$ cat src/rtl/dss_pkg.sv
// shared constants and types for the dual stack shared memory block
package dss_pkg;

    localparam int DEPTH  = 64;
    localparam int DATA_W = 32;
    localparam int ADDR_W = $clog2(DEPTH);
    localparam int CNT_W  = 7;

    typedef enum logic [2:0] {
        K_PUSH_A = 3'd0,
        K_PUSH_B = 3'd1,
        K_POP_A  = 3'd2,
        K_POP_B  = 3'd3,
        K_LIST_A = 3'd4,
        K_LIST_B = 3'd5
    } t_kind;

    typedef enum logic [1:0] {
        STAT_OK    = 2'd0,
        STAT_OVF   = 2'd1,
        STAT_EMPTY = 2'd2
    } t_status;

    typedef enum logic {
        ST_IDLE,
        ST_RD
    } t_state;

    typedef struct packed {
        logic              we;
        logic [ADDR_W-1:0] waddr;
        logic [DATA_W-1:0] wdata;
        logic              re;
        logic [ADDR_W-1:0] raddr;
    } t_ram_req;

endpackage

$ cat src/rtl/dual_stack_shared_memory.sv
// top level: two stacks sharing one memory, capacity register and sequencer
//
//  channel   direction  handshake                     payload
//  in        sink       i_in_valid / o_in_ready       i_kind, i_push_value
//  out       source     o_out_valid / i_out_ready     o_data, o_status, o_last
//  cfg       sink       i_cfg_we                      i_cfg_data (capacity)
//
// push: one item per cycle unless the out channel stalls, one memory write
// pop: one memory read; no new item is taken until the registered read data reaches the result register
// list of n entries: one read per beat on the single read port
// reset clears both stack counts and sets capacity to 64; memory is not cleared
// a stall on the out channel holds the result register and pauses any listing
module dual_stack_shared_memory (
    input  logic                       i_clk,
    input  logic                       i_rst_n,
    input  logic                       i_cfg_we,
    input  logic [dss_pkg::CNT_W-1:0]  i_cfg_data,
    input  logic                       i_in_valid,
    output logic                       o_in_ready,
    input  logic [2:0]                 i_kind,
    input  logic [dss_pkg::DATA_W-1:0] i_push_value,
    output logic                       o_out_valid,
    input  logic                       i_out_ready,
    output logic [dss_pkg::DATA_W-1:0] o_data,
    output logic [1:0]                 o_status,
    output logic                       o_last
);
    import dss_pkg::*;

    logic [CNT_W-1:0]  r_capacity, n_capacity;
    logic              empty;
    t_ram_req          ram_req;
    logic [DATA_W-1:0] ram_rdata;

    // clamp to 1..DEPTH, take only while both stacks are empty
    always_comb begin
        n_capacity = r_capacity;
        if (i_cfg_we && empty) begin
            priority if (i_cfg_data == '0) begin
                n_capacity = CNT_W'(1);
            end else if (i_cfg_data > CNT_W'(DEPTH)) begin
                n_capacity = CNT_W'(DEPTH);
            end else begin
                n_capacity = i_cfg_data;
            end
        end
    end

    always_ff @(posedge i_clk) begin
        if (!i_rst_n) begin
            r_capacity <= CNT_W'(DEPTH);
        end else begin
            r_capacity <= n_capacity;
        end
    end

    dss_seq u_seq (
        .i_clk        (i_clk),
        .i_rst_n      (i_rst_n),
        .i_capacity   (r_capacity),
        .i_in_valid   (i_in_valid),
        .o_in_ready   (o_in_ready),
        .i_kind       (i_kind),
        .i_push_value (i_push_value),
        .o_out_valid  (o_out_valid),
        .i_out_ready  (i_out_ready),
        .o_data       (o_data),
        .o_status     (o_status),
        .o_last       (o_last),
        .o_empty      (empty),
        .o_ram_req    (ram_req),
        .i_ram_rdata  (ram_rdata)
    );

    dss_ram #(
        .ADDR_W (ADDR_W),
        .DATA_W (DATA_W)
    ) u_ram (
        .i_clk   (i_clk),
        .i_we    (ram_req.we),
        .i_waddr (ram_req.waddr),
        .i_wdata (ram_req.wdata),
        .i_re    (ram_req.re),
        .i_raddr (ram_req.raddr),
        .o_rdata (ram_rdata)
    );

endmodule

$ cat src/rtl/dss_ram.sv
// single write port, single read port memory with registered read data
module dss_ram #(
    parameter int ADDR_W = 6,
    parameter int DATA_W = 32
) (
    input  logic              i_clk,
    input  logic              i_we,
    input  logic [ADDR_W-1:0] i_waddr,
    input  logic [DATA_W-1:0] i_wdata,
    input  logic              i_re,
    input  logic [ADDR_W-1:0] i_raddr,
    output logic [DATA_W-1:0] o_rdata
);

    logic [DATA_W-1:0] r_mem [2**ADDR_W];
    logic [DATA_W-1:0] r_rdata;

    always_ff @(posedge i_clk) begin
        if (i_we) begin
            r_mem[i_waddr] <= i_wdata;
        end
    end

    always_ff @(posedge i_clk) begin
        if (i_re) begin
            r_rdata <= r_mem[i_raddr];
        end
    end

    assign o_rdata = r_rdata;

endmodule

$ cat src/rtl/dss_seq.sv
// command sequencer: stack pointers, memory access order and result register
module dss_seq (
    input  logic                       i_clk,
    input  logic                       i_rst_n,
    input  logic [dss_pkg::CNT_W-1:0]  i_capacity,
    input  logic                       i_in_valid,
    output logic                       o_in_ready,
    input  logic [2:0]                 i_kind,
    input  logic [dss_pkg::DATA_W-1:0] i_push_value,
    output logic                       o_out_valid,
    input  logic                       i_out_ready,
    output logic [dss_pkg::DATA_W-1:0] o_data,
    output logic [1:0]                 o_status,
    output logic                       o_last,
    output logic                       o_empty,
    output dss_pkg::t_ram_req          o_ram_req,
    input  logic [dss_pkg::DATA_W-1:0] i_ram_rdata
);
    import dss_pkg::*;

    t_state            r_state, n_state;
    logic [CNT_W-1:0]  r_cnt_a, n_cnt_a;
    logic [CNT_W-1:0]  r_cnt_b, n_cnt_b;
    logic [ADDR_W-1:0] r_addr, n_addr;
    logic              r_up, n_up;
    logic              r_last_pend, n_last_pend;
    logic              r_out_valid, n_out_valid;
    logic [DATA_W-1:0] r_data, n_data;
    t_status           r_status, n_status;
    logic              r_last, n_last;

    logic              out_free;
    logic              in_acc;
    logic              full;
    logic [CNT_W:0]    cnt_sum;
    logic [CNT_W-1:0]  b_top;
    logic [CNT_W-1:0]  b_push;
    logic [CNT_W-1:0]  a_top;
    logic [CNT_W-1:0]  cap_end;
    logic [ADDR_W-1:0] next_addr;
    t_ram_req          ram_req;

    assign out_free  = !r_out_valid || i_out_ready;
    assign in_acc    = i_in_valid && o_in_ready;
    assign cnt_sum   = {1'b0, r_cnt_a} + {1'b0, r_cnt_b};
    assign full      = cnt_sum >= {1'b0, i_capacity};
    assign b_top     = i_capacity - r_cnt_b;
    assign b_push    = i_capacity - r_cnt_b - CNT_W'(1);
    assign a_top     = r_cnt_a - CNT_W'(1);
    assign cap_end   = i_capacity - CNT_W'(1);
    assign next_addr = r_up ? r_addr + ADDR_W'(1) : r_addr - ADDR_W'(1);

    always_ff @(posedge i_clk) begin
        if (!i_rst_n) begin
            r_state     <= ST_IDLE;
            r_cnt_a     <= '0;
            r_cnt_b     <= '0;
            r_out_valid <= 1'b0;
        end else begin
            r_state     <= n_state;
            r_cnt_a     <= n_cnt_a;
            r_cnt_b     <= n_cnt_b;
            r_out_valid <= n_out_valid;
        end
    end

    always_ff @(posedge i_clk) begin
        r_addr      <= n_addr;
        r_up        <= n_up;
        r_last_pend <= n_last_pend;
        r_data      <= n_data;
        r_status    <= n_status;
        r_last      <= n_last;
    end

    always_comb begin
        n_state     = r_state;
        n_cnt_a     = r_cnt_a;
        n_cnt_b     = r_cnt_b;
        n_addr      = r_addr;
        n_up        = r_up;
        n_last_pend = r_last_pend;
        n_out_valid = r_out_valid && !i_out_ready;
        n_data      = r_data;
        n_status    = r_status;
        n_last      = r_last;
        ram_req     = '0;
        ram_req.wdata = i_push_value;
        o_in_ready  = (r_state == ST_IDLE) && out_free;

        unique case (r_state)
            ST_IDLE: begin
                if (in_acc) begin
                    unique case (i_kind)
                        K_PUSH_A, K_PUSH_B: begin
                            n_out_valid = 1'b1;
                            n_data      = '0;
                            n_last      = 1'b1;
                            if (full) begin
                                n_status = STAT_OVF;
                            end else begin
                                n_status   = STAT_OK;
                                ram_req.we = 1'b1;
                                if (i_kind == K_PUSH_A) begin
                                    ram_req.waddr = r_cnt_a[ADDR_W-1:0];
                                    n_cnt_a       = r_cnt_a + CNT_W'(1);
                                end else begin
                                    ram_req.waddr = b_push[ADDR_W-1:0];
                                    n_cnt_b       = r_cnt_b + CNT_W'(1);
                                end
                            end
                        end
                        K_POP_A, K_LIST_A: begin
                            if (r_cnt_a == '0) begin
                                n_out_valid = 1'b1;
                                n_data      = '0;
                                n_status    = STAT_EMPTY;
                                n_last      = 1'b1;
                            end else begin
                                ram_req.re    = 1'b1;
                                ram_req.raddr = a_top[ADDR_W-1:0];
                                n_addr        = a_top[ADDR_W-1:0];
                                n_up          = 1'b0;
                                n_state       = ST_RD;
                                if (i_kind == K_POP_A) begin
                                    n_cnt_a     = a_top;
                                    n_last_pend = 1'b1;
                                end else begin
                                    n_last_pend = (r_cnt_a == CNT_W'(1));
                                end
                            end
                        end
                        K_POP_B, K_LIST_B: begin
                            if (r_cnt_b == '0) begin
                                n_out_valid = 1'b1;
                                n_data      = '0;
                                n_status    = STAT_EMPTY;
                                n_last      = 1'b1;
                            end else begin
                                ram_req.re    = 1'b1;
                                ram_req.raddr = b_top[ADDR_W-1:0];
                                n_addr        = b_top[ADDR_W-1:0];
                                n_up          = 1'b1;
                                n_state       = ST_RD;
                                if (i_kind == K_POP_B) begin
                                    n_cnt_b     = r_cnt_b - CNT_W'(1);
                                    n_last_pend = 1'b1;
                                end else begin
                                    n_last_pend = (r_cnt_b == CNT_W'(1));
                                end
                            end
                        end
                        default: begin
                        end
                    endcase
                end
            end
            ST_RD: begin
                if (out_free) begin
                    n_out_valid = 1'b1;
                    n_data      = i_ram_rdata;
                    n_status    = STAT_OK;
                    n_last      = r_last_pend;
                    if (r_last_pend) begin
                        n_state = ST_IDLE;
                    end else begin
                        ram_req.re    = 1'b1;
                        ram_req.raddr = next_addr;
                        n_addr        = next_addr;
                        n_last_pend   = r_up ? ({1'b0, next_addr} == cap_end)
                                             : (next_addr == '0);
                    end
                end
            end
            default: begin
                n_state = ST_IDLE;
            end
        endcase
    end

    assign o_ram_req   = ram_req;
    assign o_out_valid = r_out_valid;
    assign o_data      = r_data;
    assign o_status    = r_status;
    assign o_last      = r_last;
    assign o_empty     = (r_cnt_a == '0) && (r_cnt_b == '0);

    // stacks never overlap
    a_no_overlap: assert property (@(posedge i_clk) disable iff (!i_rst_n)
        cnt_sum <= {1'b0, i_capacity})
        else $error("stack counts exceed capacity");

    // a good push grows the combined depth by one
    a_push_grows: assert property (@(posedge i_clk) disable iff (!i_rst_n)
        (in_acc && !full && (i_kind == K_PUSH_A || i_kind == K_PUSH_B))
        |=> (cnt_sum == $past(cnt_sum) + (CNT_W+1)'(1)))
        else $error("push did not grow stack");

    // a non-final beat in a listing fetches the next entry as it enters the result register
    a_list_fetch: assert property (@(posedge i_clk) disable iff (!i_rst_n)
        (r_state == ST_RD && out_free && !r_last_pend) |-> ram_req.re)
        else $error("listing stalled without a read");

    // error results are always single beats
    a_err_last: assert property (@(posedge i_clk) disable iff (!i_rst_n)
        (r_out_valid && r_status != STAT_OK) |-> r_last)
        else $error("error beat not marked last");

endmodule

$ cat config.mk
export PLATFORM = sky130hd
export DESIGN_NAME = dual_stack_shared_memory
export DESIGN_NICKNAME = d
export VERILOG_FILES = /design/src/rtl/dss_pkg.sv /design/src/rtl/dual_stack_shared_memory.sv /design/src/rtl/dss_ram.sv /design/src/rtl/dss_seq.sv
export SDC_FILE = /design/constraint.sdc
export NUM_CORES = 2
export LEC_CHECK = 0
export ABC_AREA = 1
export BUFFER_PORTS_ARGS = -buffer_cell sky130_fd_sc_hd__buf_2
export CORE_UTILIZATION = 35
export CTS_BUF_LIST = sky130_fd_sc_hd__clkbuf_4 sky130_fd_sc_hd__clkbuf_8
export DETAILED_ROUTE_END_ITERATION = 16
export PLACE_DENSITY = 0.52
export SYNTH_ARGS = -nofsm -noshare
export SYNTH_HDL_FRONTEND = slang
export SYNTH_SLANG_ARGS = --single-unit
$ cat constraint.sdc
create_clock -name i_clk -period 10.4 [get_ports i_clk]
set_input_delay 0.52 -clock i_clk [delete_from_list [all_inputs] [get_ports i_clk]]
set_output_delay 0.52 -clock i_clk [all_outputs]
set_load 0.005 [all_outputs]
* Yosys cells after proc, flatten, opt, wreduce, memory -nomap -nowiden
Memories as Yosys holds them, arrays and structs flattened. A register that Yosys moved wholly into a read port is not among the register bits.
Index checks and enable logic that the tools add are counted.
** Storage, ports and cells
- Bits in writable memories :: 2048
- Input port bits :: 47
- Memories :: 1
- Bits in read-only memories :: 0
- Bits in latches :: 0
- Output and inout bits :: 37
- Flip-flop bits (word level) :: 66
** Cells by class
- Shift operators :: 0
- Reductions and logical operators :: 25
- Multiply operators :: 0
- Div/mod/pow operators :: 0
- $lt $le $gt $ge :: 2
- Bitwise operators :: 1
- Add/subtract/negate cells :: 10
- Multiplexer cells :: 79
- Equal/unequal tests :: 24
** Memories
- u_ram.r_mem :: depth 64, bits a word 32, read ports 1, clocked after memory_dff 1, write ports 1, RTL line dss_ram.sv:15 : logic [DATA_W-1:0] r_mem [2**ADDR_W];
** Operators by type and width (number)
- two-way mux 7 bit :: 19
- two-way mux 32 bit :: 4
- one-hot mux 32 bit (3 select lines) :: 1
- one-hot mux 32 bit (2 select lines) :: 1
- one-hot mux 7 bit (2 select lines) :: 4
- two-way mux 6 bit :: 7
- two-way mux 1 bit :: 26
- one-hot mux 6 bit (2 select lines) :: 2
- zero test 7 bit :: 3
- subtractor 7 x 1 -> 7 bit (second input constant) :: 3
- != test 3 bit (second input constant) :: 5
- AND reduction 5 bit :: 3
- adder 7 x 1 -> 7 bit (second input constant) :: 2
- equality test 7 x 1 -> 1 bit (second input constant) :: 2
- one-hot mux 1 bit (2 select lines) :: 7
- AND reduction 7 bit :: 2
- != test 2 bit (second input constant) :: 6
- subtractor 6 x 1 -> 6 bit (second input constant) :: 2
- adder 7 x 7 -> 8 bit :: 1
- >= comparator 8 x 7 -> 1 bit :: 1
- two-way mux 2 bit :: 4
- != test 2 x 1 -> 1 bit (second input constant) :: 4
- equality test 6 x 7 -> 1 bit :: 1
- > comparator 7 bit (second input constant) :: 1
- other kinds (18) :: 30

* Longest topological paths before layout
- Word-level depth :: 9
- Mapped depth :: 20

* Cells and area by module
Synthesis repeated with hierarchy kept, for this count alone.
** Unflattened totals
- Cells, all modules :: 7432
- Area, all modules :: 88148.3 um2
** By module, submodules not included
- dss_ram :: cells an instance 6785, area each 83106.0 um2, instances 1
- dss_seq :: cells an instance 604, area each 4737.0 um2, instances 1
- dual_stack_shared_memory :: cells an instance 43, area each 305.3 um2, instances 1

* Least setup slack after synthesis
OpenSTA, ideal clock, no wires.
- Kind :: reg-to-reg
- Start :: register u_seq.r_cnt_b[0]
- End :: memory u_ram.r_mem[14][0] (enable)
- Period minus slack after synthesis :: 4.572 ns
- Setup time :: 0.421 ns
- Stages on the path, launching flop included :: 15
- Arrival time :: 4.150 ns
- Path slack :: 5.828 ns
- Path buffers :: 0
- Required time :: 9.979 ns
- Cell sequence :: dfxtp_1 ha_1 fa_1 a21oi_1 o21ai_0 nand2_1 nand2_1 a21oi_1 xnor2_1 ha_1 a211oi_1 nand4_1 nor2_1 nand3_1 nor2_1
** Between the ends
- Word-level cells in the longest chain between the ends :: 8
** RTL lines
- start, declared :: RTL line dss_seq.sv:23 : logic [CNT_W-1:0] r_cnt_b, n_cnt_b;
- start signal, assigned :: RTL line dss_seq.sv:62 : r_cnt_b <= n_cnt_b;
- adder 7 x 7 -> 8 bit :: RTL line dss_seq.sv:45 : assign cnt_sum = {1'b0, r_cnt_a} + {1'b0, r_cnt_b};
- >= comparator 8 x 7 -> 1 bit :: RTL line dss_seq.sv:46 : assign full = cnt_sum >= {1'b0, i_capacity};
- two-way mux 7 bit (*) :: RTL line dss_seq.sv:99 : if (full) begin
- two-way mux 7 bit (*) :: RTL line dss_seq.sv:94 : unique case (i_kind)
- two-way mux 7 bit (*) :: RTL line dss_seq.sv:93 : if (in_acc) begin
- two-way mux 7 bit (*) :: RTL line dss_seq.sv:91 : unique case (r_state)
- two-way mux 1 bit :: RTL line dss_ram.sv:19 : if (i_we) begin
- two-way mux 1 bit (implied by the code) :: RTL line dss_ram.sv:20 : r_mem[i_waddr] <= i_wdata;
- end, declared :: RTL line dss_ram.sv:15
Every way passes the cells marked *; elsewhere a longest branch is shown, timed or not.

* Worst setup path in the final report
- Start :: register u_seq.r_cnt_b[0]
- End :: memory u_ram.r_mem[43][13] (enable)
The elaborated chain is that of the path after synthesis.

==> metrics list <==
* Area used by multi-input combinational logic: about 0.024 sq mm
* Via count: roughly 65000
- Net total in the final layout: slightly below 9000
- CTS tree: yes
* Initial antenna violation count: 19
- Number of CTS-inserted buffers: approximately 380
- Count of yosys warnings during synthesis: 0
* Worst skew pair latency: 1.11 ns
- Cells fill between 30% and 40% of the core in the end.
- Summed over all nets, the half-perimeter wirelength after detailed placement is between 100000 and 150000 um.
- After layout, the minimum clock period comes to between 5 and 6 ns.
- Layout cells sized above 1: under 10%
- Of all flip-flops after synthesis, the portion carrying an async set or reset was 0%.
- Global routing finished with a remaining overflow of 0.
- The worst path uses a little under three fifths of the clock period.
- Fin Clk Skew: between 0.09 and 0.1 ns
- Across the VDD grid, the largest voltage drop is around 0.14 mV.
* DRT Pass-1 Iters: 7
* Clock root cell: sky130_fd_sc_hd__clkbuf_8
- Data required time of the critical path: between 10 and 15 ns
* Class of the worst hold path: primary input to register
* Gp weighted congestion: 0.813
* Top post-synthesis cells by area: sky130_fd_sc_hd__edfxtp_1 67%, sky130_fd_sc_hd__nand3_1 11%, sky130_fd_sc_hd__nand2_1 6.0%
- The commonest cells after synthesis are 2150 x sky130_fd_sc_hd__nand3_1, 2123 x sky130_fd_sc_hd__edfxtp_1, 1513 x sky130_fd_sc_hd__nand2_1.
- The die is approximately 520 um wide.
* Count of pins on the block boundary: 84
* Final worst setup slack: approximately 4.5 ns
- Measured against its own limit, the worst slew margin works out to 9.39%.
* Die footprint: about 0.27 sq mm
- Maximum number of pins on one net before global-route repair: between 150 and 200
- In the synthesized netlist the dominant register cell turns out to be sky130_fd_sc_hd__edfxtp_1.
- Once placement completed, the tool counted placed cells totaling around 12000.
* Fmax: ~170 MHz
* Detailed-route wire length: ~300000 um
* Total power per unit cell area: between 150 and 200 mW/mm^2
* Clock transition time at the flip-flop clock pins of the worst setup and hold paths: about 0.06 ns
* Number of nets with antenna violations after routing: 0
* Share of the yosys chip area belonging to registers: 67.3%
- The worst setup path is of the register to register kind.
- Result of the run: finished clean
* DRC violations left: 0
- Once layout is complete, the cells apart from fillers number between 10000 and 15000.
- Worst-Margin Slew: around 1.4 ns
* Worst-case setup slack after placement: roughly 4.6 ns
* Per-cell via count in the routed design: slightly above 5
- Count of buffers from port buffering: 83
- Number of enable-type register cells in the synthesized netlist: ~2100
* Initial core utilization: about a third
- Max-cap violations in this run came to 0.
- The number of nets in the synthesized netlist is 8812.
- Setup repair after global routing missed its margin: false
- In this run the core area contains ~190 standard-cell rows.
- The worst setup path is launched from a register.
* Peak fanout along the critical path: 32
* Iteration-0 DRC Markers: between 7000 and 8000
- Kind of end point of the critical path: register
- Endpoints failing hold: 0
- Buffer count from post-CTS setup fixing: 0
- Arrival time of data at the critical path endpoint: about 6.5 ns
* Synth Register Bits: about 2100
- Post-Synthesis Cells: roughly 8700
- Number of max-slew violations in the final report: 0
* Layout-stage area growth over the synthesis result: 12.0%
* Global-route wire length before repair: approximately 430000 um
- Clock Sinks: around 2100
- The filler cells instantiated in the layout total between 20000 and 30000.
- Measured along the y axis, the die boundary spans ~520 um.
- Synthesized area: between 0.09 and 0.1 sq mm
* Post-Route Setup TNS: 0 ns
- Total power of the final layout: about 19 mW
- After synthesis, the mean cell area works out to between 10 and 15 sq um.
* Level count of the clock H-tree: 5
* Overall routing resource usage: 21.3%
- Library cell occupying the most area in the post-synthesis netlist: sky130_fd_sc_hd__edfxtp_1
- Registers take approximately 0.064 sq mm.
* Standard cell core area: 0.271 sq mm
- Top-area cell type share of the netlist area: approximately two thirds
* Leak Pwr: just over 40 nW
- Dividing the detail-routed wire length by the instance count gives between 20 and 25 um.
- Top-count cell post-synth: sky130_fd_sc_hd__nand3_1
* Total of endpoints with negative setup slack in the final report: 0
- CTS Buffer Depth: 4
* Vias in the first global route: about 62000
- Number of distinct library cells after synthesis: 47
-- sequential cells by signal, summed over array words and instances, names as in the netlist --
signal / count
u_ram.r_mem: 2048
u_ram.o_rdata: 32
u_seq.o_data: 32
r_capacity: 7
u_seq.r_cnt_a: 7
u_seq.r_cnt_b: 7
u_seq.r_addr: 6
u_seq.o_status: 2
u_seq.o_last: 1
u_seq.o_out_valid: 1
u_seq.r_last_pend: 1
u_seq.r_state: 1
u_seq.r_up: 1
-- layer usage --
layer	share of wire, %	track usage [%]	wire [um]
met5	0	0	0
met4	2.3	6.17	6720
met2	47	34.4	139000
met1	44	29.8	131000
met3	6.7	2.96	19800
-- logic make-up after synthesis --
logic type | synth area share (%)
buf+inv | 8.22
fa+ha+maj | 0.496
flops | 67.3
xor+xnor | 0.349
simple gates | 23.1
compound gates | 0.602
-- layout make-up --
cell class                 instances  area share, %
multi-input combinational       4644           22.4
clock inverter                   133          0.637
antenna                           12         0.0281
inverter                        1391           4.90
timing repair buffer             262           1.90
clock buffer                     512           5.84
tap                             3570           4.18
sequential                      2146           60.1
-- power by group --
group / leakage (nW) / internal (mW) / switching (mW)
Combinational: 18.2 / 0.384 / 1.20
Clock: 3.67 / 3.96 / 3.47
Sequential: 19.3 / 9.58 / 0.0241
-- worst paths after layout --
check	cells after the start	start	to	slack (ns)
setup reg to reg	14	u_seq.r_cnt_b[0]	u_ram.r_mem[43][13]	4.51
setup / recovery	14	u_seq.r_cnt_b[0]	u_ram.r_mem[43][13]	4.51
hold reg to reg	2	u_ram.o_rdata[21]	u_seq.o_data[21]	0.49
hold / removal	1	i_push_value[22]	u_ram.r_mem[40][22]	0.09
-- cells in the final DEF, fill, tap and decap left out, types with 22 or more instances in the layout --
cell type                       synthesis  routed
sky130_fd_sc_hd__clkbuf_8               0     383
sky130_fd_sc_hd__edfxtp_1            2123    2123
sky130_fd_sc_hd__ha_1                  33      33
sky130_fd_sc_hd__nor2_1               122      58
sky130_fd_sc_hd__o21ai_0               38      37
sky130_fd_sc_hd__nand3b_1             640     640
sky130_fd_sc_hd__clkbuf_4               0     129
sky130_fd_sc_hd__clkinv_1               2     100
sky130_fd_sc_hd__nor2_4                 1      65
sky130_fd_sc_hd__buf_4                 15     138
sky130_fd_sc_hd__dfxtp_1               23      22
sky130_fd_sc_hd__nand3_1             2150    2150
sky130_fd_sc_hd__clkinv_2               1      24
sky130_fd_sc_hd__a21oi_1               29      29
sky130_fd_sc_hd__xor2_1                28      28
sky130_fd_sc_hd__nand2_1             1513    1512
sky130_fd_sc_hd__inv_1               1380    1378
sky130_fd_sc_hd__buf_2                376      82
sky130_fd_sc_hd__dlygate4sd3_1          0      26
-- stage by stage --
| stage | hold slack (ns) | instance area (sq um) |
|---|---|---|
| floorplan | 0.481 | 95400 |
| global route | 0.0408 | 107000 |
| detailed placement | 0.494 | 99700 |
| CTS | 0.0207 | 107000 |
| finish | 0.0860 | 107000 |
| global placement | 0.501 | 99700 |
-- timing repair --
| item | 4_1_cts | 5_1_grt |
|---|---|---|
| hold endpoints to repair | 90 | 0 |
| resized for setup | 0 | 0 |
| hold buffers | 26 | 0 |
-- critical path: stages (launching register included) --
cell,delay (ns)
sky130_fd_sc_hd__dfxtp_1,0.38
sky130_fd_sc_hd__ha_1,0.27
sky130_fd_sc_hd__fa_1,0.42
sky130_fd_sc_hd__a21oi_1,0.17
sky130_fd_sc_hd__o21ai_0,0.15
sky130_fd_sc_hd__nand2_1,0.09
sky130_fd_sc_hd__nand2_1,0.05
sky130_fd_sc_hd__a21oi_1,0.16
sky130_fd_sc_hd__xnor2_1,0.15
sky130_fd_sc_hd__ha_1,0.26
sky130_fd_sc_hd__a211oi_1,0.28
sky130_fd_sc_hd__nand4_1,0.50
sky130_fd_sc_hd__inv_1,0.34
sky130_fd_sc_hd__nand4_1,0.87
sky130_fd_sc_hd__nor2_4,1.35
No activity file was read; power rests on OpenSTA's default activity.
